## src/rtl/ctds_pkg.sv

```systemverilog
// Shared types and constants for the C top-level declaration splitter.
// No dependencies; used by ctds_top through scoped names.
`default_nettype none

package ctds_pkg;

    localparam int INDEX_BITS = 20;
    localparam int LINE_BITS  = 16;
    localparam int NEST_BITS  = 16;
    localparam int KIND_BITS  = 5;
    localparam int CAT_BITS   = 4;

    // Result queue; every item may push two results
    localparam int FIFO_DEPTH = 4;
    localparam int PTR_BITS   = $clog2(FIFO_DEPTH);
    localparam int CNT_BITS   = $clog2(FIFO_DEPTH + 1);

    localparam int IN_DATA_BITS  = 48;
    localparam int OUT_DATA_BITS = 80;

    typedef enum logic [KIND_BITS-1:0] {
        TK_OTHER     = 5'd0,
        TK_EOF       = 5'd1,
        TK_DEFINE    = 5'd2,
        TK_PRAGMA    = 5'd3,
        TK_INCLUDE   = 5'd4,
        TK_ERROR_DIR = 5'd5,
        TK_IF        = 5'd6,
        TK_IFDEF     = 5'd7,
        TK_IFNDEF    = 5'd8,
        TK_ENDIF     = 5'd9,
        TK_TYPEDEF   = 5'd10,
        TK_ENUM      = 5'd11,
        TK_STRUCT    = 5'd12,
        TK_IDENT     = 5'd13,
        TK_LPAREN    = 5'd14,
        TK_EQ        = 5'd15,
        TK_LBRACE    = 5'd16,
        TK_RBRACE    = 5'd17,
        TK_SEMICOLON = 5'd18,
        TK_BACKSLASH = 5'd19
    } token_kind_t;

    typedef enum logic [CAT_BITS-1:0] {
        CAT_DEFINE      = 4'd0,
        CAT_PRAGMA      = 4'd1,
        CAT_INCLUDE     = 4'd2,
        CAT_IF_BLOCK    = 4'd3,
        CAT_TYPEDEF     = 4'd4,
        CAT_ENUM        = 4'd5,
        CAT_STRUCT      = 4'd6,
        CAT_FUNCTION    = 4'd7,
        CAT_GLOBAL      = 4'd8,
        CAT_UNEXPECTED  = 4'd9,
        CAT_END_OF_FILE = 4'd10
    } category_t;

    typedef enum logic [3:0] {
        MODE_IDLE,
        MODE_LINE,
        MODE_IF,
        MODE_TD_FIRST,
        MODE_TD_BODY,
        MODE_TD_END,
        MODE_SE_IDENT,
        MODE_SE_SKIP,
        MODE_SE_BODY,
        MODE_SE_ENDCHAR,
        MODE_SE_TAIL,
        MODE_ID_PRE,
        MODE_ID_POST,
        MODE_GL_BODY,
        MODE_FN_BODY
    } mode_t;

    typedef struct packed {
        category_t             category;
        logic [INDEX_BITS-1:0] start_index;
        logic [LINE_BITS-1:0]  start_line;
        logic [INDEX_BITS-1:0] end_index;
        logic [LINE_BITS-1:0]  close_line;
        logic                  last;
    } result_t;

endpackage

`default_nettype wire

```

## src/rtl/c_toplevel_declaration_splitter_top.sv

```systemverilog
// Top level of the C top-level declaration splitter: token decode, record
// state machine and a small result queue. Depends on ctds_pkg.
`default_nettype none

// Channel   Dir  Handshake          Payload
// s_axis    in   s_tvalid/s_tready  s_tdata: token_kind, token_line, token_index
// m_axis    out  m_tvalid/m_tready  m_tdata: record fields, m_tlast: last
//
// Each token is decoded in the cycle it is accepted; its zero, one or two
// records enter a four-entry result queue and leave one per cycle while
// m_tready is high. A token is taken every cycle while the queue has room
// for two records, so tokens that make at most one record stream at one per
// cycle while m_tready is high. After reset the block is idle and the queue
// empty. A stalled output only holds back input once two more records do not fit.

module c_toplevel_declaration_splitter_top
(
    input  wire logic                               clk,
    input  wire logic                               rst_n,
    input  wire logic                               s_tvalid,
    output logic                                    s_tready,
    // [4:0] token_kind, [20:5] token_line, [40:21] token_index, rest zero
    input  wire logic [ctds_pkg::IN_DATA_BITS-1:0]  s_tdata,
    output logic                                    m_tvalid,
    input  wire logic                               m_tready,
    // [3:0] category, [23:4] start_index, [39:24] start_line,
    // [59:40] end_index, [75:60] close_line, rest zero
    output logic [ctds_pkg::OUT_DATA_BITS-1:0]      m_tdata,
    output logic                                    m_tlast
);

    localparam int IB = ctds_pkg::INDEX_BITS;
    localparam int LB = ctds_pkg::LINE_BITS;
    localparam int NB = ctds_pkg::NEST_BITS;
    localparam int KB = ctds_pkg::KIND_BITS;

    logic [KB-1:0] kind;
    logic [LB-1:0] line;
    logic [IB-1:0] idx;

    assign kind = s_tdata[KB-1:0];
    assign line = s_tdata[KB+LB-1:KB];
    assign idx  = s_tdata[KB+LB+IB-1:KB+LB];

    // Record state
    ctds_pkg::mode_t     mode_reg,     mode_next;
    logic [NB-1:0]       nest_reg,     nest_next;
    logic [IB-1:0]       rs_index_reg, rs_index_next;
    logic [LB-1:0]       rs_line_reg,  rs_line_next;
    logic [LB-1:0]       tracked_reg,  tracked_next;
    logic [IB-1:0]       prev_index_reg;
    logic [LB-1:0]       prev_line_reg;
    ctds_pkg::category_t pending_reg,  pending_next;
    logic                halted_reg,   halted_next;

    // Result queue
    ctds_pkg::result_t                fifo_reg [ctds_pkg::FIFO_DEPTH];
    logic [ctds_pkg::PTR_BITS-1:0]    wr_ptr_reg, rd_ptr_reg;
    logic [ctds_pkg::CNT_BITS-1:0]    count_reg;

    logic s_accept, m_accept;

    // Decode
    logic do_top, top_bad, eof_hit, fail_hit;
    logic open_v;
    ctds_pkg::category_t open_cat;
    logic [IB-1:0]       open_ei;
    logic [LB-1:0]       open_el;
    logic                tok_v;
    ctds_pkg::category_t tok_cat;
    logic [1:0]          n_res;
    ctds_pkg::result_t   res0, res1, open_rec, tok_rec;

    assign s_tready = (count_reg <= ctds_pkg::CNT_BITS'(ctds_pkg::FIFO_DEPTH - 2));
    assign s_accept = s_tvalid && s_tready;
    assign m_tvalid = (count_reg != '0);
    assign m_accept = m_tvalid && m_tready;

    // Tokens that may not open a top-level record
    always_comb
    begin
        unique case (kind)
            ctds_pkg::TK_EOF, ctds_pkg::TK_DEFINE, ctds_pkg::TK_PRAGMA,
            ctds_pkg::TK_INCLUDE, ctds_pkg::TK_ERROR_DIR, ctds_pkg::TK_IF,
            ctds_pkg::TK_IFDEF, ctds_pkg::TK_IFNDEF, ctds_pkg::TK_TYPEDEF,
            ctds_pkg::TK_ENUM, ctds_pkg::TK_STRUCT, ctds_pkg::TK_IDENT:
                top_bad = 1'b0;
            default:
                top_bad = 1'b1;
        endcase
    end

    // Which modes hand the token back to top-level handling, and token records
    always_comb
    begin
        do_top   = 1'b0;
        eof_hit  = 1'b0;
        fail_hit = 1'b0;
        if (!halted_reg)
        begin
            unique case (mode_reg)
                ctds_pkg::MODE_LINE:
                    do_top = (kind == ctds_pkg::TK_EOF) || (line != tracked_reg);
                ctds_pkg::MODE_TD_FIRST:
                begin
                    do_top   = (kind == ctds_pkg::TK_ENUM) || (kind == ctds_pkg::TK_STRUCT);
                    fail_hit = !do_top && (kind != ctds_pkg::TK_IDENT);
                end
                ctds_pkg::MODE_TD_END:
                    do_top = 1'b1;
                ctds_pkg::MODE_SE_IDENT:
                    fail_hit = (kind != ctds_pkg::TK_IDENT);
                ctds_pkg::MODE_IF, ctds_pkg::MODE_TD_BODY, ctds_pkg::MODE_SE_SKIP,
                ctds_pkg::MODE_SE_BODY, ctds_pkg::MODE_SE_ENDCHAR,
                ctds_pkg::MODE_SE_TAIL, ctds_pkg::MODE_ID_PRE,
                ctds_pkg::MODE_ID_POST, ctds_pkg::MODE_GL_BODY,
                ctds_pkg::MODE_FN_BODY:
                    eof_hit = (kind == ctds_pkg::TK_EOF);
                default:
                    do_top = 1'b1;
            endcase
            if (do_top)
            begin
                eof_hit  = (kind == ctds_pkg::TK_EOF);
                fail_hit = top_bad;
            end
        end
    end

    // Record output: an open record is closed first, then the token record
    always_comb
    begin
        open_v   = 1'b0;
        open_cat = pending_reg;
        open_ei  = idx;
        open_el  = line;
        if (!halted_reg)
        begin
            unique case (mode_reg)
                ctds_pkg::MODE_LINE:
                begin
                    open_v  = do_top;
                    open_ei = prev_index_reg;
                    open_el = tracked_reg;
                end
                ctds_pkg::MODE_IF:
                begin
                    open_cat = ctds_pkg::CAT_IF_BLOCK;
                    if (kind == ctds_pkg::TK_EOF)
                    begin
                        open_v  = 1'b1;
                        open_ei = prev_index_reg;
                        open_el = prev_line_reg;
                    end
                    else
                    begin
                        open_v = (kind == ctds_pkg::TK_ENDIF) && (nest_reg == NB'(1));
                    end
                end
                ctds_pkg::MODE_TD_BODY:
                begin
                    open_cat = ctds_pkg::CAT_TYPEDEF;
                    open_v   = (kind == ctds_pkg::TK_EOF);
                end
                ctds_pkg::MODE_TD_END:
                begin
                    open_cat = ctds_pkg::CAT_TYPEDEF;
                    open_v   = 1'b1;
                end
                ctds_pkg::MODE_SE_SKIP, ctds_pkg::MODE_SE_BODY:
                    open_v = (kind == ctds_pkg::TK_EOF);
                ctds_pkg::MODE_SE_ENDCHAR:
                    open_v = 1'b1;
                ctds_pkg::MODE_ID_PRE, ctds_pkg::MODE_ID_POST, ctds_pkg::MODE_GL_BODY:
                begin
                    open_cat = ctds_pkg::CAT_GLOBAL;
                    if (kind == ctds_pkg::TK_EOF)
                    begin
                        open_v  = 1'b1;
                        open_ei = prev_index_reg;
                        open_el = prev_line_reg;
                    end
                    else
                    begin
                        open_v = (kind == ctds_pkg::TK_SEMICOLON);
                    end
                end
                ctds_pkg::MODE_FN_BODY:
                begin
                    open_cat = ctds_pkg::CAT_FUNCTION;
                    if (kind == ctds_pkg::TK_EOF)
                    begin
                        open_v  = 1'b1;
                        open_ei = prev_index_reg;
                        open_el = prev_line_reg;
                    end
                    else
                    begin
                        open_v = (kind == ctds_pkg::TK_RBRACE) && (nest_reg == NB'(1));
                    end
                end
                default:
                    open_v = 1'b0;
            endcase
        end
        tok_v   = eof_hit || fail_hit;
        tok_cat = fail_hit ? ctds_pkg::CAT_UNEXPECTED : ctds_pkg::CAT_END_OF_FILE;
    end

    always_comb
    begin
        open_rec = '{category: open_cat, start_index: rs_index_reg,
                     start_line: rs_line_reg, end_index: open_ei,
                     close_line: open_el, last: !tok_v};
        tok_rec  = '{category: tok_cat, start_index: idx, start_line: line,
                     end_index: idx, close_line: line, last: 1'b1};
        res0     = open_v ? open_rec : tok_rec;
        res1     = tok_rec;
        n_res    = {1'b0, open_v} + {1'b0, tok_v};
    end

    // Next state
    always_comb
    begin
        mode_next     = mode_reg;
        nest_next     = nest_reg;
        rs_index_next = rs_index_reg;
        rs_line_next  = rs_line_reg;
        tracked_next  = tracked_reg;
        pending_next  = pending_reg;
        halted_next   = halted_reg;
        if (!halted_reg)
        begin
            unique case (mode_reg)
                ctds_pkg::MODE_LINE:
                    if (!do_top && (kind == ctds_pkg::TK_BACKSLASH))
                    begin
                        tracked_next = tracked_reg + LB'(1);
                    end
                ctds_pkg::MODE_IF:
                    if ((kind == ctds_pkg::TK_IF) || (kind == ctds_pkg::TK_IFDEF)
                        || (kind == ctds_pkg::TK_IFNDEF))
                    begin
                        nest_next = (&nest_reg) ? nest_reg : nest_reg + NB'(1);
                    end
                    else if (kind == ctds_pkg::TK_ENDIF)
                    begin
                        nest_next = nest_reg - NB'(1);
                        if (nest_reg == NB'(1))
                        begin
                            mode_next = ctds_pkg::MODE_IDLE;
                        end
                    end
                ctds_pkg::MODE_TD_FIRST:
                    if (kind == ctds_pkg::TK_IDENT)
                    begin
                        mode_next = ctds_pkg::MODE_TD_BODY;
                    end
                ctds_pkg::MODE_TD_BODY:
                    if (kind == ctds_pkg::TK_SEMICOLON)
                    begin
                        mode_next = ctds_pkg::MODE_TD_END;
                    end
                ctds_pkg::MODE_SE_IDENT:
                    if (kind == ctds_pkg::TK_IDENT)
                    begin
                        rs_index_next = idx;
                        rs_line_next  = line;
                        mode_next     = ctds_pkg::MODE_SE_SKIP;
                    end
                ctds_pkg::MODE_SE_SKIP:
                begin
                    // skip the token after the name unchecked
                    nest_next = NB'(1);
                    mode_next = ctds_pkg::MODE_SE_BODY;
                end
                ctds_pkg::MODE_SE_BODY:
                    if (kind == ctds_pkg::TK_LBRACE)
                    begin
                        nest_next = (&nest_reg) ? nest_reg : nest_reg + NB'(1);
                    end
                    else if (kind == ctds_pkg::TK_RBRACE)
                    begin
                        nest_next = nest_reg - NB'(1);
                        if (nest_reg == NB'(1))
                        begin
                            mode_next = ctds_pkg::MODE_SE_ENDCHAR;
                        end
                    end
                ctds_pkg::MODE_SE_ENDCHAR:
                    mode_next = (kind == ctds_pkg::TK_SEMICOLON) ? ctds_pkg::MODE_IDLE
                                                                : ctds_pkg::MODE_SE_TAIL;
                ctds_pkg::MODE_SE_TAIL:
                    if (kind == ctds_pkg::TK_SEMICOLON)
                    begin
                        mode_next = ctds_pkg::MODE_IDLE;
                    end
                ctds_pkg::MODE_ID_PRE, ctds_pkg::MODE_ID_POST, ctds_pkg::MODE_GL_BODY:
                    if (kind == ctds_pkg::TK_SEMICOLON)
                    begin
                        mode_next = ctds_pkg::MODE_IDLE;
                    end
                    else if (kind == ctds_pkg::TK_EQ)
                    begin
                        mode_next = ctds_pkg::MODE_GL_BODY;
                    end
                    else if ((kind == ctds_pkg::TK_LPAREN)
                             && (mode_reg == ctds_pkg::MODE_ID_PRE))
                    begin
                        mode_next = ctds_pkg::MODE_ID_POST;
                    end
                    else if ((kind == ctds_pkg::TK_LBRACE)
                             && (mode_reg == ctds_pkg::MODE_ID_POST))
                    begin
                        nest_next = NB'(1);
                        mode_next = ctds_pkg::MODE_FN_BODY;
                    end
                ctds_pkg::MODE_FN_BODY:
                    if (kind == ctds_pkg::TK_LBRACE)
                    begin
                        nest_next = (&nest_reg) ? nest_reg : nest_reg + NB'(1);
                    end
                    else if (kind == ctds_pkg::TK_RBRACE)
                    begin
                        nest_next = nest_reg - NB'(1);
                        if (nest_reg == NB'(1))
                        begin
                            mode_next = ctds_pkg::MODE_IDLE;
                        end
                    end
                default:
                    mode_next = mode_reg;
            endcase

            // Top-level handling of the token overrides the above
            if (do_top)
            begin
                mode_next = ctds_pkg::MODE_IDLE;
                unique case (kind)
                    ctds_pkg::TK_DEFINE, ctds_pkg::TK_PRAGMA,
                    ctds_pkg::TK_INCLUDE, ctds_pkg::TK_ERROR_DIR:
                    begin
                        pending_next  = (kind == ctds_pkg::TK_DEFINE) ? ctds_pkg::CAT_DEFINE
                                      : (kind == ctds_pkg::TK_PRAGMA) ? ctds_pkg::CAT_PRAGMA
                                                                      : ctds_pkg::CAT_INCLUDE;
                        rs_index_next = idx;
                        rs_line_next  = line;
                        tracked_next  = line;
                        mode_next     = ctds_pkg::MODE_LINE;
                    end
                    ctds_pkg::TK_IF, ctds_pkg::TK_IFDEF, ctds_pkg::TK_IFNDEF:
                    begin
                        rs_index_next = idx;
                        rs_line_next  = line;
                        nest_next     = NB'(1);
                        mode_next     = ctds_pkg::MODE_IF;
                    end
                    ctds_pkg::TK_TYPEDEF:
                    begin
                        rs_index_next = idx;
                        rs_line_next  = line;
                        mode_next     = ctds_pkg::MODE_TD_FIRST;
                    end
                    ctds_pkg::TK_ENUM, ctds_pkg::TK_STRUCT:
                    begin
                        pending_next = (kind == ctds_pkg::TK_ENUM) ? ctds_pkg::CAT_ENUM
                                                                   : ctds_pkg::CAT_STRUCT;
                        mode_next    = ctds_pkg::MODE_SE_IDENT;
                    end
                    ctds_pkg::TK_IDENT:
                    begin
                        rs_index_next = idx;
                        rs_line_next  = line;
                        mode_next     = ctds_pkg::MODE_ID_PRE;
                    end
                    default:
                        mode_next = ctds_pkg::MODE_IDLE;
                endcase
            end

            if (eof_hit || fail_hit)
            begin
                mode_next = ctds_pkg::MODE_IDLE;
            end
            if (fail_hit)
            begin
                halted_next = 1'b1;
            end
        end
    end

    always_ff @(posedge clk or negedge rst_n)
    begin
        if (!rst_n)
        begin
            mode_reg       <= ctds_pkg::MODE_IDLE;
            nest_reg       <= '0;
            rs_index_reg   <= '0;
            rs_line_reg    <= '0;
            tracked_reg    <= '0;
            prev_index_reg <= '0;
            prev_line_reg  <= '0;
            pending_reg    <= ctds_pkg::CAT_DEFINE;
            halted_reg     <= 1'b0;
        end
        else if (s_accept && !halted_reg)
        begin
            mode_reg       <= mode_next;
            nest_reg       <= nest_next;
            rs_index_reg   <= rs_index_next;
            rs_line_reg    <= rs_line_next;
            tracked_reg    <= tracked_next;
            prev_index_reg <= idx;
            prev_line_reg  <= line;
            pending_reg    <= pending_next;
            halted_reg     <= halted_next;
        end
    end

    // Result queue control
    always_ff @(posedge clk or negedge rst_n)
    begin
        if (!rst_n)
        begin
            wr_ptr_reg <= '0;
            rd_ptr_reg <= '0;
            count_reg  <= '0;
        end
        else
        begin
            wr_ptr_reg <= wr_ptr_reg + (s_accept ? ctds_pkg::PTR_BITS'(n_res) : '0);
            rd_ptr_reg <= rd_ptr_reg + ctds_pkg::PTR_BITS'(m_accept);
            count_reg  <= count_reg + (s_accept ? ctds_pkg::CNT_BITS'(n_res) : '0)
                          - ctds_pkg::CNT_BITS'(m_accept);
        end
    end

    always_ff @(posedge clk)
    begin
        if (s_accept && (n_res != 2'd0))
        begin
            fifo_reg[wr_ptr_reg] <= res0;
        end
        if (s_accept && (n_res == 2'd2))
        begin
            fifo_reg[wr_ptr_reg + ctds_pkg::PTR_BITS'(1)] <= res1;
        end
    end

    ctds_pkg::result_t head;
    assign head    = fifo_reg[rd_ptr_reg];
    assign m_tlast = head.last;
    assign m_tdata = {4'd0, head.close_line, head.end_index, head.start_line,
                      head.start_index, head.category};

    // Assertions
    a_count_bound: assert property (@(posedge clk) disable iff (!rst_n)
        count_reg <= ctds_pkg::CNT_BITS'(ctds_pkg::FIFO_DEPTH))
        else $error("result queue over-filled");

    a_halt_sticky: assert property (@(posedge clk) disable iff (!rst_n)
        halted_reg |=> halted_reg)
        else $error("halt released without reset");

    a_halt_idle: assert property (@(posedge clk) disable iff (!rst_n)
        halted_reg |-> (mode_reg == ctds_pkg::MODE_IDLE))
        else $error("halted with an open record");

    a_halt_silent: assert property (@(posedge clk) disable iff (!rst_n)
        (s_accept && halted_reg && !m_accept) |=> $stable(count_reg))
        else $error("record produced while halted");

endmodule

`default_nettype wire
```

## config.mk

```make
export PLATFORM = sky130hd
export DESIGN_NAME = c_toplevel_declaration_splitter_top
export DESIGN_NICKNAME = d
export VERILOG_FILES = /design/src/rtl/ctds_pkg.sv /design/src/rtl/c_toplevel_declaration_splitter_top.sv
export SDC_FILE = /design/constraint.sdc
export NUM_CORES = 1
export LEC_CHECK = 0
export BUFFER_PORTS_ARGS = -buffer_cell sky130_fd_sc_hd__buf_2
export CAP_MARGIN = 20
export CORE_AREA = 4 4 227 229
export DETAILED_ROUTE_END_ITERATION = 12
export DIE_AREA = 0 0 231 233
export PLACE_DENSITY = 0.67
export SYNTH_ARGS = -nofsm -noshare
export SYNTH_HDL_FRONTEND = slang
export SYNTH_SLANG_ARGS = --single-unit
```

## constraint.sdc

```tcl
create_clock -name clk -period 10.8 [get_ports clk]
set_input_delay 0.54 -clock clk [delete_from_list [all_inputs] [get_ports clk]]
set_output_delay 0.54 -clock clk [all_outputs]
set_load 0.05 [all_outputs]
```

==> results of run 1 <==
-- worst paths after layout --
path                                      to  slack, ns  cells past startpoint
max                          fifo_reg[3][14]       4.75                     11
min reg2reg                prev_line_reg[10]       0.48                      2
min                        prev_index_reg[8]       0.27                      3
max reg2reg                  fifo_reg[3][14]       4.75                     11
max in group asynchronous  prev_index_reg[7]       8.57                      4
min in group asynchronous       nest_reg[10]       0.38                      2
-- tightest hold or removal path, stage by stage --
cell	delay, ns
buf_2	0.16
nand2_1	0.07
nand2_1	0.04
-- cells in the mapped netlist, types with 30 or more instances --
| cell | n | area (µm²) |
|---|---|---|
| a22o_1 | 278 | 2430 |
| nand3_1 | 34 | 170 |
| o21ai_0 | 51 | 255 |
| nor3_1 | 30 | 150 |
| mux2_2 | 37 | 417 |
| mux4_2 | 77 | 1730 |
| a21oi_1 | 79 | 395 |
| dfrtp_1 | 119 | 2980 |
| nor2_1 | 75 | 282 |
| clkbuf_1 | 127 | 477 |
| o22ai_1 | 41 | 257 |
| edfxtp_1 | 296 | 8890 |
| nand2_1 | 179 | 672 |
-- kinds of logic after synthesis --
logic type,synth area share (%)
flip-flops,54.7
AND/OR/NAND/NOR,9.99
other,0.0169
AO/OA/AOI/OAI,19.3
buffers and inverters,4.29
XOR/XNOR,1.03
adder cells (fa/ha/maj),0.758
multiplexers,9.90
-- metal layers --
layer,wire (µm),vias to the layer above
met1,24900,8332
met3,4860,131
met5,27,-
li1,-,7186
met4,1980,4
met2,31200,706
-- area by class of cell --
type	count	area [µm²]	area share, %
multi-input cells	1177	9260	37.5
flip-flops and latches	427	12100	49.1
repair buffers	164	936	3.79
well taps	672	841	3.41
clock buffers	61	1180	4.80
inverters	27	101	0.411
diodes	3	7.51	0.0304
clock inverters	19	220	0.893
-- power by group through the flow --
stage | Combinational, W | Clock [W] | Sequential, W
2_1_floorplan | 0.000308 | 0 | 0.00178
3_3_place_gp | 0.000345 | 0 | 0.00185
3_5_place_dp | 0.000351 | 0 | 0.00185
4_1_cts | 0.000351 | 0.00154 | 0.00181
5_1_grt | 0.000370 | 0.00161 | 0.00182
6_report | 0.000343 | 0.00151 | 0.00181
-- metrics by stage --
| stage | cell area, µm² | instances | util [%] | total power, W |
|---|---|---|---|---|
| 2_1_floorplan | 22100 | 1819 | - | 0.00209 |
| 3_5_place_dp | 23200 | 2464 | 46.8 | 0.00220 |
| 5_1_grt | 24700 | 2549 | 49.7 | 0.00379 |
| 3_3_place_gp | 23200 | 2464 | 46.8 | 0.00219 |
| 4_1_cts | 24600 | 2545 | 49.6 | 0.00370 |
| 6_report | 24700 | 2550 | 49.7 | 0.00367 |
-- what timing repair did --
item / 4_1_cts / 5_1_grt
buffers inserted: 0 / 0
hold buffers: 1 / 0
hold endpoints to repair: 16 / 0
==> results_dict.tcl, run 1 <==
set metrics [dict create \
    status "finished, final reports clean" \
    boundaryPins 135 \
    fillers 4368 \
    crit_slowest_cell "nand2_4" \
    post_cts_resized 0 \
    grt_usage_pct 23.1 \
    syn_inst 1816 \
    crit_chain "or4_1 > or4_1 > and2_1 > or4_4 > a31oi_4 > inv_2 > ha_1 > nor2_1 > nand3_1 > nand2_4 > buf_4" \
    drive_gt1_share_pct 20.1 \
    p_int_w 0.00276 \
    ys_ff_latch 427 \
    synth_edf_count 296 \
    vias 16400 \
    power.switching_w 0.000909 \
    reg2reg_from "nest_reg[12]" \
    area_growth_pct 11.4 \
    cts.sinks 427 \
    whs_ns 0.269 \
    yosysSeqAreaShare_pct 54.7 \
    final-max-slew-violation-count 0 \
    async_flop_share_pct 27.9 \
    grt-ovfl-total 0 \
    row_count 82 \
    dr.pass1.iters 6 \
    grt_max_degree 75 \
    layout_commonest_cell "edfxtp_1" \
    period_needed_ns 6.05 \
    swShare_pct 24.8 \
    use_met3_pct 4.10 \
    layout_setup_ws_ns 4.75 \
    io_buffers 123 \
    met1_usage_pct 29.7 \
    max_stage_delay_ns 0.80 \
    finalWirelength_mm 63.0 \
    fin_crit_sh_pct 56.0 \
    rsz0062_at_grt "false" \
    ir_drop_uv 97.6 \
    final_cell_mix "296 x edfxtp_1, 278 x a22o_1, 174 x nand2_1" \
    antenna_found_initial 4 \
    grt_pass1_vias 16200 \
    fp.dieH_um 233 \
    syn_avg_cell_area_um2 12.2 \
    cp.required_ns 11.01 \
    top_usage_layer "met2" \
    hold_viol 0 \
    setup-tns-final_ns 0 \
    clock_skew_ns 0.0177 \
    wl_per_cell_um 24.7 \
    drtIter0Drc 1373 \
    cp_max_fo 47 \
    avgViaCountPerCell 6.42 \
    fmax_ghz 0.165 \
    cp_common_cell "or4_1" \
    place_congestion 0.856 \
    insertion_delay_ns 0.58 \
    worst-path-buf-inv 2 \
    cts_max_path_buffers 3 \
    hold_path_class "in2reg" \
    yosys.cell_types.count 88 \
    root_buffer "clkbuf_16" \
    fp.coreArea_um2 49700 \
    startpoint_type "flop" \
    die_w_um 231 \
    worstSetupPathType "reg2reg" \
    power_frac_comb_pct 9.4 \
    drc 0 \
    grt_pass1_wl_mm 96.8 \
    min_from "s_tdata[29]" \
    synth_flop_cell "edfxtp_1" \
    cts_tree "built" \
    critPathTopFamily "simple AND/OR/NAND/NOR gates" \
    max_slew_margin_pct 29.7 \
    die_area_um2 53800 \
    critPathLaunch "nest_reg[12]" \
    cp.arrival_ns 6.26 \
    p_per_area_nw_per_um2 149 \
    setup_viol 0 \
    path_clk_slew_ns 0.06 \
    syn_area_um2 22100 \
    dp_hpwl_mm 37.6 \
    largest_reg_flops 308 \
    p_leak_nw 8.21 \
    drtAntennaViolNets 0 \
    worst_pin_slew_ns 1.05 \
    power.share.clock_pct 41.3 \
    cts.htree.levels 2 \
    use_met2_pct 39.2 \
    layout.nets 1905 \
    initial_core_util_pct 44.6 \
    cts_buffers 44 \
    yosysWarnings 0 \
    end_kind "flop" \
    post-place-ws_ns 4.53 \
    seqPwrFrac_pct 49.4 \
    max_cap_violations 0 \
]
No activity file was read; power rests on OpenSTA's default activity.
==> inputs of run 2 (changes only) <==
Clock period 10.8 ns to 5.6 ns, I/O delays scaled along.
==> run 2 against run 1 <==
Against the previous run: non-clock buffer count up 28; combinational power rose by 78%; fmax grew 31%; critical path depth grew 1; design area is 2.1% higher; clock-buffer cell count up 2; cell count is 1.1% higher; sequential share of layout area fell by 1.0 points; clock skew rose by 0.0017 ns; setup slack got worse by 3.8 ns; largest cell class unchanged.
==> results_dict.tcl, run 2 (synthesized netlist as in run 1, its figures left out) <==
set metrics [dict create \
    io_buffers 123 \
    cts_max_path_buffers 3 \
    end_kind "flop" \
    layout.nets 1934 \
    rsz0062_at_grt "false" \
    die_area_um2 53800 \
    final_cell_mix "296 x edfxtp_1, 278 x a22o_1, 174 x nand2_1" \
    use_met3_pct 3.45 \
    worstSetupPathType "reg2reg" \
    drtIter0Drc 1544 \
    regArea_um2 12100 \
    place_congestion 0.910 \
    period_needed_ns 4.60 \
    ir_drop_uv 238 \
    final-max-slew-violation-count 0 \
    fmax_ghz 0.217 \
    boundaryPins 135 \
    fp.dieH_um 233 \
    seqPwrFrac_pct 49.4 \
    top_usage_layer "met2" \
    vias 16400 \
    p_per_area_nw_per_um2 286 \
    worst_pin_slew_ns 1.05 \
    avgViaCountPerCell 6.36 \
    hold_path_class "in2reg" \
    clock_skew_ns 0.0194 \
    whs_ns 0.0320 \
    fillers 4279 \
    largest_reg_flops 308 \
    swShare_pct 24.5 \
    drc 0 \
    cts.sinks 427 \
    final_util_pct 50.7 \
    setup-tns-final_ns 0 \
    met1_usage_pct 29.7 \
    dp_hpwl_mm 39.1 \
    startpoint_type "flop" \
    grt-ovfl-total 0 \
    power_frac_comb_pct 8.5 \
    row_count 82 \
    cts_tree "built" \
    grt_pass1_wl_mm 96.1 \
    fp.coreArea_um2 49700 \
    power.switching_w 0.00176 \
    power_w 0.00719 \
    p_leak_nw 8.43 \
    fin_area_um2 25200 \
    cts.htree.levels 2 \
    insertion_delay_ns 0.57 \
    power.share.clock_pct 42.1 \
    place_area_um2 23600 \
    area_growth_pct 13.8 \
    status "finished, final reports clean" \
    cp.arrival_ns 4.86 \
    path_clk_slew_ns 0.06 \
    initial_core_util_pct 44.6 \
    fin_crit_sh_pct 82.2 \
    max_slew_margin_pct 30.2 \
    drive_gt1_share_pct 21.2 \
    cts_buffers 45 \
    cp.required_ns 5.86 \
    max_cap_violations 0 \
    multiInputGateArea_um2 9260 \
    cp_max_fo 33 \
    finalWirelength_mm 63.5 \
    grt_max_degree 54 \
    antenna_found_initial 2 \
    hold_viol 0 \
    p_int_w 0.00543 \
    use_met2_pct 40.8 \
    grt_pass1_vias 16200 \
    root_buffer "clkbuf_16" \
    drtAntennaViolNets 0 \
    grt_usage_pct 23.0 \
    die_w_um 231 \
    dr.pass1.iters 5 \
    setup_viol 0 \
    wl_per_cell_um 24.6 \
    layout_commonest_cell "edfxtp_1" \
]
==> run 2: cell types whose count changed in the layout (fill, tap and decap cells not counted), moves of 2 or more <==
cell,before,now
clkinv_2,4,6
dlygate4sd3_1,1,7
clkbuf_8,2,4
buf_4,40,44
buf_12,0,18
diode_2,3,1
clkinv_1,8,6
==> run 2: repair_timing <==
item,CTS,global route
endpoints found under the hold margin,22,0
setup buffers,0,0
gates resized for setup,0,0
hold buffers,7,0
endpoints found under the setup margin,0,0
==> run 2: routing by layer <==
layer	share of wire, %	wire (µm)
met5	0.020	13
met4	2.1	1330
met3	7.4	4700
met2	51	32300
met1	40	25100
==> run 2: path summary, 6_finish.rpt <==
| kind | startpoint | end | slack [ns] | cells past startpoint |
|---|---|---|---|---|
| setup reg to reg | mode_reg[3] | fifo_reg[2][55] | 1.0 | 12 |
| setup / recovery | mode_reg[3] | fifo_reg[2][55] | 1.0 | 12 |
| hold / removal | s_tdata[38] | prev_index_reg[17] | 0.03 | 3 |
| hold reg to reg | prev_line_reg[11] | prev_line_reg[11] | 0.48 | 2 |
| min in group asynchronous | rst_n | nest_reg[6] | 0.13 | 2 |
| max in group asynchronous | rst_n | rd_ptr_reg[1] | 4.26 | 3 |
==> run 2: layout make-up <==
type	instances	share of cell area (%)
timing repair buffer	192	5.51
antenna	1	0.00994
multi-input combinational	1177	36.8
inverter	27	0.402
clock inverter	20	0.974
clock buffer	63	4.90
sequential	427	48.1
tap	672	3.34
==> run 2: stage by stage <==
step,std cells,worst slack [ns]
after floorplan,1819,0.294
after global placement,2487,1.02
after detailed placement,2487,1.00
after CTS,2577,1.03
after global routing,2579,0.755
final,2579,1.00
==> run 2: worst max-delay path: stages (launching register included) <==
cell and delay [ns]:
dfrtp_1 0.61, and2_1 0.34, a311oi_1 0.41, nand2_1 0.15
o31ai_1 0.38, mux2_2 0.42, a21oi_1 0.28, inv_1 0.08
ha_1 0.27, nor2_1 0.28, nand2_1 0.35, nand2_4 0.38
buf_12 0.28
==> run 2: power groups by stage <==
stage,combinational [W],clock [W],sequential (W)
after floorplan,0.000594,0,0.00344
after global placement,0.000613,0,0.00363
after detailed placement,0.000616,0,0.00363
after CTS,0.000621,0.00307,0.00356
after global routing,0.000656,0.00320,0.00357
final,0.000611,0.00303,0.00355
